**src/srm_pkg.sv**
```systemverilog
package srm_pkg;

    localparam int REGISTER_COUNT = 6;
    localparam int REG_IDX_W      = 3;
    localparam int WORD_W         = 32;
    localparam int LEN_W          = 16;
    localparam int CFG_IDX_W      = 2;
    localparam int Q_DEPTH        = 2;
    localparam int Q_PTR_W        = 1;

    typedef enum logic [3:0] {
        OP_ADDR = 4'd0,
        OP_ADDI = 4'd1,
        OP_MULR = 4'd2,
        OP_MULI = 4'd3,
        OP_BANR = 4'd4,
        OP_BANI = 4'd5,
        OP_BORR = 4'd6,
        OP_BORI = 4'd7,
        OP_SETR = 4'd8,
        OP_SETI = 4'd9,
        OP_GTIR = 4'd10,
        OP_GTRI = 4'd11,
        OP_GTRR = 4'd12,
        OP_EQIR = 4'd13,
        OP_EQRI = 4'd14,
        OP_EQRR = 4'd15
    } t_op;

    typedef enum logic [CFG_IDX_W-1:0] {
        CFG_POINTER_REGISTER = 2'd0,
        CFG_PROGRAM_LENGTH   = 2'd1
    } t_cfg_idx;

    typedef logic signed [WORD_W-1:0] t_word;
    typedef logic [REG_IDX_W-1:0]     t_ridx;

    typedef struct packed {
        logic [3:0] op_code;
        t_word      operand_a;
        t_word      operand_b;
        t_word      operand_c;
    } t_in_req;

    typedef struct packed {
        t_word      next_ip;
        logic       halted;
        logic       fault;
        t_word      written_value;
        t_word      first_register;
    } t_out_req;

    // classified instruction handed from front to back
    typedef struct packed {
        t_op   op;
        t_word imm_a;
        t_word imm_b;
        t_ridx a_idx;
        t_ridx b_idx;
        t_ridx c_idx;
        logic  fault;
    } t_dec;

    // queue status seen by the front and the back
    typedef struct packed {
        logic full;
        logic empty;
    } t_q_status;

    function automatic logic idx_ok(input t_word x);
        return (x >= 0) && (x < t_word'(REGISTER_COUNT));
    endfunction

endpackage

```
**src/srm_front.sv**
```systemverilog
module srm_front (
    input  logic              i_clk,
    input  logic              i_rst_n,
    input  logic              i_in_valid,
    output logic              o_in_stall,
    input  srm_pkg::t_in_req  i_in_req,
    input  srm_pkg::t_q_status i_q_status,
    output logic              o_push,
    output srm_pkg::t_dec     o_push_data
);
    import srm_pkg::*;

    logic  r_valid;
    t_dec  r_dec;
    t_dec  n_dec;
    logic  a_reg;
    logic  b_reg;
    logic  accept;
    t_op   op;

    assign op = t_op'(i_in_req.op_code);

    // which operands name registers
    always_comb begin
        a_reg = 1'b0;
        b_reg = 1'b0;
        case (op)
            OP_ADDR, OP_MULR, OP_BANR, OP_BORR, OP_GTRR, OP_EQRR: begin
                a_reg = 1'b1;
                b_reg = 1'b1;
            end
            OP_ADDI, OP_MULI, OP_BANI, OP_BORI, OP_SETR, OP_GTRI, OP_EQRI: begin
                a_reg = 1'b1;
            end
            OP_GTIR, OP_EQIR: begin
                b_reg = 1'b1;
            end
            default: begin
            end
        endcase
    end

    always_comb begin
        n_dec.op    = op;
        n_dec.imm_a = i_in_req.operand_a;
        n_dec.imm_b = i_in_req.operand_b;
        n_dec.a_idx = i_in_req.operand_a[REG_IDX_W-1:0];
        n_dec.b_idx = i_in_req.operand_b[REG_IDX_W-1:0];
        n_dec.c_idx = i_in_req.operand_c[REG_IDX_W-1:0];
        n_dec.fault = !idx_ok(i_in_req.operand_c)
                    || (a_reg && !idx_ok(i_in_req.operand_a))
                    || (b_reg && !idx_ok(i_in_req.operand_b));
    end

    assign o_push      = r_valid && !i_q_status.full;
    assign o_push_data = r_dec;
    assign o_in_stall  = r_valid && i_q_status.full;
    assign accept      = i_in_valid && !o_in_stall;

    always_ff @(posedge i_clk) begin
        if (!i_rst_n) begin
            r_valid <= 1'b0;
        end else if (accept) begin
            r_valid <= 1'b1;
        end else if (o_push) begin
            r_valid <= 1'b0;
        end
    end

    always_ff @(posedge i_clk) begin
        if (accept) begin
            r_dec <= n_dec;
        end
    end

endmodule

```
**src/srm_queue.sv**
```systemverilog
module srm_queue (
    input  logic               i_clk,
    input  logic               i_rst_n,
    input  logic               i_push,
    input  srm_pkg::t_dec      i_push_data,
    input  logic               i_pop,
    output srm_pkg::t_dec      o_pop_data,
    output srm_pkg::t_q_status o_status
);
    import srm_pkg::*;

    t_dec                r_slot [Q_DEPTH];
    logic [Q_PTR_W-1:0]  r_wr_ptr;
    logic [Q_PTR_W-1:0]  r_rd_ptr;
    logic [Q_PTR_W:0]    r_count;

    assign o_status.full  = (r_count == (Q_PTR_W+1)'(Q_DEPTH));
    assign o_status.empty = (r_count == '0);
    assign o_pop_data     = r_slot[r_rd_ptr];

    always_ff @(posedge i_clk) begin
        if (!i_rst_n) begin
            r_wr_ptr <= '0;
            r_rd_ptr <= '0;
            r_count  <= '0;
        end else begin
            if (i_push) begin
                r_wr_ptr <= r_wr_ptr + 1'b1;
            end
            if (i_pop) begin
                r_rd_ptr <= r_rd_ptr + 1'b1;
            end
            if (i_push && !i_pop) begin
                r_count <= r_count + 1'b1;
            end else if (i_pop && !i_push) begin
                r_count <= r_count - 1'b1;
            end
        end
    end

    always_ff @(posedge i_clk) begin
        if (i_push) begin
            r_slot[r_wr_ptr] <= i_push_data;
        end
    end

endmodule

```
**src/srm_back.sv**
```systemverilog
module srm_back (
    input  logic               i_clk,
    input  logic               i_rst_n,
    input  logic [2:0]         i_pointer_register,
    input  logic [15:0]        i_program_length,
    input  srm_pkg::t_q_status i_q_status,
    input  srm_pkg::t_dec      i_pop_data,
    output logic               o_pop,
    output logic               o_out_valid,
    input  logic               i_out_stall,
    output srm_pkg::t_out_req  o_out_req
);
    import srm_pkg::*;

    t_word    r_rf [REGISTER_COUNT];
    t_word    n_rf [REGISTER_COUNT];
    t_word    eff  [REGISTER_COUNT];
    t_word    r_ptr;
    t_word    n_ptr;
    logic     r_out_valid;
    t_out_req r_out;
    t_out_req n_out;
    logic     bound;
    logic     running;
    logic     n_in_prog;
    t_word    ra;
    t_word    rb;
    t_word    value;
    t_word    pr_final;
    t_dec     d;

    assign d     = i_pop_data;
    assign bound = (i_pointer_register < REG_IDX_W'(REGISTER_COUNT));
    assign o_pop = !i_q_status.empty && (!r_out_valid || !i_out_stall);

    assign running = !r_ptr[WORD_W-1]
                   && (r_ptr < t_word'({1'b0, i_program_length}));

    // register view with the pointer mirrored in
    always_comb begin
        for (int i = 0; i < REGISTER_COUNT; i++) begin
            eff[i] = (bound && i_pointer_register == REG_IDX_W'(i)) ? r_ptr : r_rf[i];
        end
    end

    always_comb begin
        ra = '0;
        rb = '0;
        for (int i = 0; i < REGISTER_COUNT; i++) begin
            if (d.a_idx == REG_IDX_W'(i)) begin
                ra = eff[i];
            end
            if (d.b_idx == REG_IDX_W'(i)) begin
                rb = eff[i];
            end
        end
    end

    always_comb begin
        case (d.op)
            OP_ADDR: value = ra + rb;
            OP_ADDI: value = ra + d.imm_b;
            OP_MULR: value = ra * rb;
            OP_MULI: value = ra * d.imm_b;
            OP_BANR: value = ra & rb;
            OP_BANI: value = ra & d.imm_b;
            OP_BORR: value = ra | rb;
            OP_BORI: value = ra | d.imm_b;
            OP_SETR: value = ra;
            OP_SETI: value = d.imm_a;
            OP_GTIR: value = t_word'(d.imm_a > rb);
            OP_GTRI: value = t_word'(ra > d.imm_b);
            OP_GTRR: value = t_word'(ra > rb);
            OP_EQIR: value = t_word'(d.imm_a == rb);
            OP_EQRI: value = t_word'(ra == d.imm_b);
            OP_EQRR: value = t_word'(ra == rb);
            default: value = '0;
        endcase
    end

    // register file after the step
    always_comb begin
        for (int i = 0; i < REGISTER_COUNT; i++) begin
            if (d.fault) begin
                n_rf[i] = (i == 0) ? '1 : eff[i];
            end else begin
                n_rf[i] = (d.c_idx == REG_IDX_W'(i)) ? value : eff[i];
            end
        end
    end

    always_comb begin
        pr_final = '0;
        for (int i = 0; i < REGISTER_COUNT; i++) begin
            if (i_pointer_register == REG_IDX_W'(i)) begin
                pr_final = n_rf[i];
            end
        end
    end

    assign n_ptr     = bound ? pr_final + 1'b1 : r_ptr + 1'b1;
    assign n_in_prog = !n_ptr[WORD_W-1]
                     && (n_ptr < t_word'({1'b0, i_program_length}));

    always_comb begin
        if (running) begin
            n_out.next_ip        = n_ptr;
            n_out.halted         = !n_in_prog;
            n_out.fault          = d.fault;
            n_out.written_value  = d.fault ? '1 : value;
            n_out.first_register = n_rf[0];
        end else begin
            n_out.next_ip        = r_ptr;
            n_out.halted         = 1'b1;
            n_out.fault          = 1'b0;
            n_out.written_value  = '0;
            n_out.first_register = r_rf[0];
        end
    end

    always_ff @(posedge i_clk) begin
        if (!i_rst_n) begin
            r_out_valid <= 1'b0;
            r_ptr       <= '0;
            for (int i = 0; i < REGISTER_COUNT; i++) begin
                r_rf[i] <= '0;
            end
        end else begin
            if (o_pop) begin
                r_out_valid <= 1'b1;
            end else if (!i_out_stall) begin
                r_out_valid <= 1'b0;
            end
            if (o_pop && running) begin
                r_ptr <= n_ptr;
                for (int i = 0; i < REGISTER_COUNT; i++) begin
                    r_rf[i] <= n_rf[i];
                end
            end
        end
    end

    always_ff @(posedge i_clk) begin
        if (o_pop) begin
            r_out <= n_out;
        end
    end

    assign o_out_valid = r_out_valid;
    assign o_out_req   = r_out;

endmodule

```
**src/six_register_machine_step.sv**
```systemverilog
// channel   direction  handshake               payload
// in        input      i_in_valid / o_in_stall  i_in_req  (t_in_req)
// out       output     o_out_valid / i_out_stall o_out_req (t_out_req)
// cfg       input      i_cfg_valid / o_cfg_ready i_cfg_index, i_cfg_data
//
// one instruction per cycle sustained while the output does not stall; the back executes the register read, alu
// and register write of a step in the same cycle, which sets the rate
// a request passes through the front register, the queue and the output register
// synchronous active-low reset clears the registers, pointer and configuration
// a two-entry queue lets the front keep taking requests while the output stalls, until the queue is full
module six_register_machine_step (
    input  logic                        i_clk,
    input  logic                        i_rst_n,
    input  logic                        i_in_valid,
    output logic                        o_in_stall,
    input  srm_pkg::t_in_req            i_in_req,
    output logic                        o_out_valid,
    input  logic                        i_out_stall,
    output srm_pkg::t_out_req           o_out_req,
    input  logic                        i_cfg_valid,
    output logic                        o_cfg_ready,
    input  logic [srm_pkg::CFG_IDX_W-1:0] i_cfg_index,
    input  logic [srm_pkg::LEN_W-1:0]   i_cfg_data
);
    import srm_pkg::*;

    // configuration registers
    logic [REG_IDX_W-1:0] r_pointer_register;
    logic [LEN_W-1:0]     r_program_length;

    // front to queue
    logic      push;
    t_dec      push_data;
    // queue to back
    logic      pop;
    t_dec      pop_data;
    t_q_status q_status;

    // configuration is always accepted; it must only arrive while the block is idle, which the block does not enforce
    assign o_cfg_ready = 1'b1;

    always_ff @(posedge i_clk) begin
        if (!i_rst_n) begin
            r_pointer_register <= '0;
            r_program_length   <= '0;
        end else if (i_cfg_valid && o_cfg_ready) begin
            case (i_cfg_index)
                CFG_POINTER_REGISTER: r_pointer_register <= i_cfg_data[REG_IDX_W-1:0];
                CFG_PROGRAM_LENGTH:   r_program_length   <= i_cfg_data;
                default: begin
                end
            endcase
        end
    end

    // front: takes requests and classifies operands, flags bad register indexes
    srm_front u_front (
        .i_clk       (i_clk),
        .i_rst_n     (i_rst_n),
        .i_in_valid  (i_in_valid),
        .o_in_stall  (o_in_stall),
        .i_in_req    (i_in_req),
        .i_q_status  (q_status),
        .o_push      (push),
        .o_push_data (push_data)
    );

    // short queue decouples the two halves
    srm_queue u_queue (
        .i_clk       (i_clk),
        .i_rst_n     (i_rst_n),
        .i_push      (push),
        .i_push_data (push_data),
        .i_pop       (pop),
        .o_pop_data  (pop_data),
        .o_status    (q_status)
    );

    // back: register file, pointer, alu and output register
    srm_back u_back (
        .i_clk              (i_clk),
        .i_rst_n            (i_rst_n),
        .i_pointer_register (r_pointer_register),
        .i_program_length   (r_program_length),
        .i_q_status         (q_status),
        .i_pop_data         (pop_data),
        .o_pop              (pop),
        .o_out_valid        (o_out_valid),
        .i_out_stall        (i_out_stall),
        .o_out_req          (o_out_req)
    );

endmodule

```
**config.mk**
```make
export PLATFORM = sky130hd
export DESIGN_NAME = six_register_machine_step
export DESIGN_NICKNAME = d
export VERILOG_FILES = /design/src/srm_pkg.sv /design/src/srm_front.sv /design/src/srm_queue.sv /design/src/srm_back.sv /design/src/six_register_machine_step.sv
export SDC_FILE = /design/constraint.sdc
export NUM_CORES = 2
export LEC_CHECK = 0
export BUFFER_PORTS_ARGS = -buffer_cell sky130_fd_sc_hd__buf_4
export CORE_ASPECT_RATIO = 1.4
export CORE_MARGIN = 2
export CORE_UTILIZATION = 45
export DETAILED_ROUTE_END_ITERATION = 6
export SLEW_MARGIN = 40
export SYNTH_ARGS = -nofsm -noshare
export SYNTH_HDL_FRONTEND = slang
export SYNTH_SLANG_ARGS = --single-unit
```
**constraint.sdc**
```tcl
create_clock -name i_clk -period 17.2 [get_ports i_clk]
set_clock_uncertainty 0.1 [all_clocks]
set_input_delay 1.72 -clock i_clk [delete_from_list [all_inputs] [get_ports i_clk]]
set_output_delay 1.72 -clock i_clk [all_outputs]
set_load 0.1 [all_outputs]
```
==> key figures <==
Floorplan
  – Chip Height: 474 µm
  – IO Pins: 224
  – Die Area: about 160,000 µm²
  – Initial Util: between 40% and 50%
  – Core area: ~160,000 µm²
  – Die Wd: approximately 340 µm
  – Std-Cell Rows: 172

Logic synthesis
  – Most used DFF post-synth: edfxtp_1
  – Post-synth EDFFs: approximately 510
  – Top cells by area, synth: fa_1, edfxtp_1, ha_1, nor2_1, inv_1
  – Yosys top cell area share: a little under a quarter
  – Post-Syn Instances: roughly 7,900
  – Avg Inst Size Synth: 9.01 µm²
  – Share of synthesized flip-flops with an asynchronous set or reset: 0%
  – Top post-synthesis cells by count: nor2_1, inv_1, fa_1, nand2_1, edfxtp_1
  – Synth cell types: 132
  – Area of the mapped netlist: 70,900 µm²
  – Synth warnings: 0
  – Post-synth top area cell: fa_1
  – Post-synthesis register bit count: roughly 560
  – Mapped Nets: 9,302
  – Register area share after synthesis: 23.1%
  – Count leader, synth: nor2_1

Global route
  – Overflow after GRT: 0
  – Vias in the first global route: 65,900
  – Initial antenna violation count: 27
  – Global-route wire length before repair: 491,000 µm
  – Total GRT Usage: a little over two fifths
  – Largest net degree at the start of global routing: approximately 140

Timing
  – RSZ-0062 raised after global routing: no
  – Max-slew violation count: 0
  – Fin crit share: 84.5%
  – Slew margin rel.: slightly below 30%
  – Setup TNS: 0 ns
  – Max Freq: 68.8 MHz
  – Crit path time final: between 10 and 15 ns
  – Final Hold Vio Count: 0
  – Final setup viols: 0
  – Min Hold Slack: 0.346 ns
  – Measured slew at the worst slew-check pin: 1.06 ns

Finish
  – Post-Layout Cell Count: ~10,000
  – Fin nets: 9,362
  – # fillers: 15,000
  – Post-Route Utilization: between 40% and 50%
  – Area growth syn-to-layout: 9.53%
  – Layout cell share with drive strength beyond 1: a little under an eighth

Flow run
  – Max-cap viol count: 0

Clocking
  – CTS resizes: 0
  – Number of hold buffers added after cts: 0
  – Root Driver: clkbuf_16
  – Clock Path Buffers: 3
  – CTS Sinks: 564
  – CTS tree: yes
  – Clock-pin slew on the worst setup and hold paths: 0.08 ns
  – CTS Buf Count: 56
  – Setup Buffers After CTS: 0
  – Worst-Skew Late Latency: between 0.7 and 0.8 ns
  – H-tree depth: 2

Detailed routing
  – Post-route DRC: 0
  – Vias: around 65,000
  – Post-Route WL: 348,000 µm
  – DRT Pass-1 Iters: 7
  – DRT iter0 DRCs: 7,855
  – Wire per inst: 34.5 µm
  – DR vias/cell: 6.42
  – Antenna-violating nets left: 0

Outcome
  – Run status: complete, no violations

Critical path
  – Cell count of the worst reg-to-reg path: 37
  – R2R Setup Slk: 2.67 ns
  – Setup CP Type: register to register
  – Critical path's most frequent cell: fa_1
  – Cell class contributing the biggest share of worst-path delay: simple AND/OR/NAND/NOR gates
  – Reg2Reg Launch Point: r_pointer_register[1]$_SDFFE_PN0P_
  – Startpoint types: register
  – WP buf/inv: 6
  – Critical-path maximum fanout: 26
  – CP endpoint kind: register
  – Crit-path slowest cell: or3b_2
  – Arrival time at the worst endpoint: 14.87 ns
  – Critical path depth: 37
  – Worst path max stage delay: 0.88 ns
  – Required @ worst endpoint: 17.54 ns
  – R2R Path End: u_back.o_out_req[65]$_SDFFCE_PN1P_

Placement
  – Port Buf Inserts: 222
  – Detailed Place HPWL: 261,000 µm
  – Placed instance count: around 10,000
  – Routability cong.: about 1.1

Min path
  – Worst hold path type: register to register
  – Hold EP: u_queue.r_slot[1][35]$_DFFE_PP_
  – HP Start: u_front.o_push_data[35]$_DFFE_PP_
  – Hold path depth: 0
==> area by class of cell <==
type	instances	area [µm²]	area share, %
multi-input cells	5745	49000	63.1
flip-flops and latches	564	16400	21.1
inverters	1086	4100	5.28
repair buffers	478	3640	4.68
well taps	2088	2610	3.36
clock buffers	66	1460	1.88
clock inverters	36	462	0.594
diodes	19	47.5	0.0612
==> stage by stage <==
step                cell area [µm²]  worst slack (ns)
CTS                           77500              2.73
global placement              75400              2.86
detailed placement            75600              2.77
global route                  77600              2.40
finish                        77700              2.67
floorplan                     70900              5.83
==> cell usage in the layout, fill, tap and decap left out, types with 48 or more instances in the layout <==
cell / instances
ha_1: 491
a21o_1: 61
dfxtp_1: 53
clkbuf_16: 57
and2_1: 52
and3_1: 51
nor3_1: 107
a21oi_1: 319
mux2_2: 90
nand2_1: 788
nand2b_1: 48
buf_4: 466
edfxtp_1: 506
o21ai_0: 277
nor2_1: 1075
nand3_1: 72
xor2_1: 48
o22ai_1: 99
fa_1: 817
mux2i_1: 198
inv_1: 1031
xnor2_1: 136
a211oi_1: 140
==> worst register-to-register path: cells and delay by family, from the launching register on <==
| kind | cells | cell delay [ns] |
|---|---|---|
| compound gates | 8 | 2.63 |
| xor+xnor | 1 | 0.24 |
| fa+ha+maj | 10 | 4.16 |
| buf+inv | 6 | 0.89 |
| flops | 1 | 0.70 |
| mux | 2 | 1.31 |
| simple gates | 10 | 4.24 |
==> worst max path at each step <==
stage | start | endpoint | slack (ns)
floorplan | r_pointer_register[2]$_SDFFE_PN0P_ | u_back.o_out_req[65]$_SDFFCE_PN1P_ | 5.83
CTS | r_pointer_register[1]$_SDFFE_PN0P_ | u_back.o_out_req[65]$_SDFFCE_PN1P_ | 2.73
global route | register | u_back.o_out_req[65]$_SDFFCE_PN1P_ | 2.40
global placement | r_pointer_register[2]$_SDFFE_PN0P_ | u_back.o_out_req[65]$_SDFFCE_PN1P_ | 2.86
detailed placement | r_pointer_register[1]$_SDFFE_PN0P_ | u_back.o_out_req[65]$_SDFFCE_PN1P_ | 2.77
finish | r_pointer_register[1]$_SDFFE_PN0P_ | u_back.o_out_req[65]$_SDFFCE_PN1P_ | 2.67
==> per-layer routing <==
layer | up-vias | share of wire, % | GRT usage, % | wire length (µm)
met2 | 4427 | 44 | 67.2 | 154000
li1 | 26600 | - | - | -
met1 | 32000 | 33 | 47.2 | 116000
met4 | 18 | 13 | 43.1 | 43900
met3 | 1670 | 9.8 | 10.8 | 34000
met5 | - | 0.032 | 0 | 113
==> registers in the layout, indices dropped and copies added (netlist names), named ones only <==
signal,count
u_back.r_rf,192
u_queue.r_slot,144
u_back.o_out_req,98
u_front.o_push_data,72
u_back.r_ptr,32
r_program_length,16
r_pointer_register,3
u_queue.r_count,2
u_back.o_out_valid,1
u_front.r_valid,1
u_queue.r_rd_ptr,1
u_queue.r_wr_ptr,1
==> logic make-up after synthesis <==
logic type	after synthesis	synth area share [%]
other	1	0.00529
AND/OR/NAND/NOR	2502	15.7
multiplexers	303	4.51
flip-flops	564	23.1
adder cells (fa/ha/maj)	1309	31.7
XOR/XNOR	190	2.45
AO/OA/AOI/OAI	1440	13.9
buffers and inverters	1562	8.69
Power is left out: the tool's default activity adds up to more than one toggle a clock period on the data nets, which glitch-free logic cannot reach.
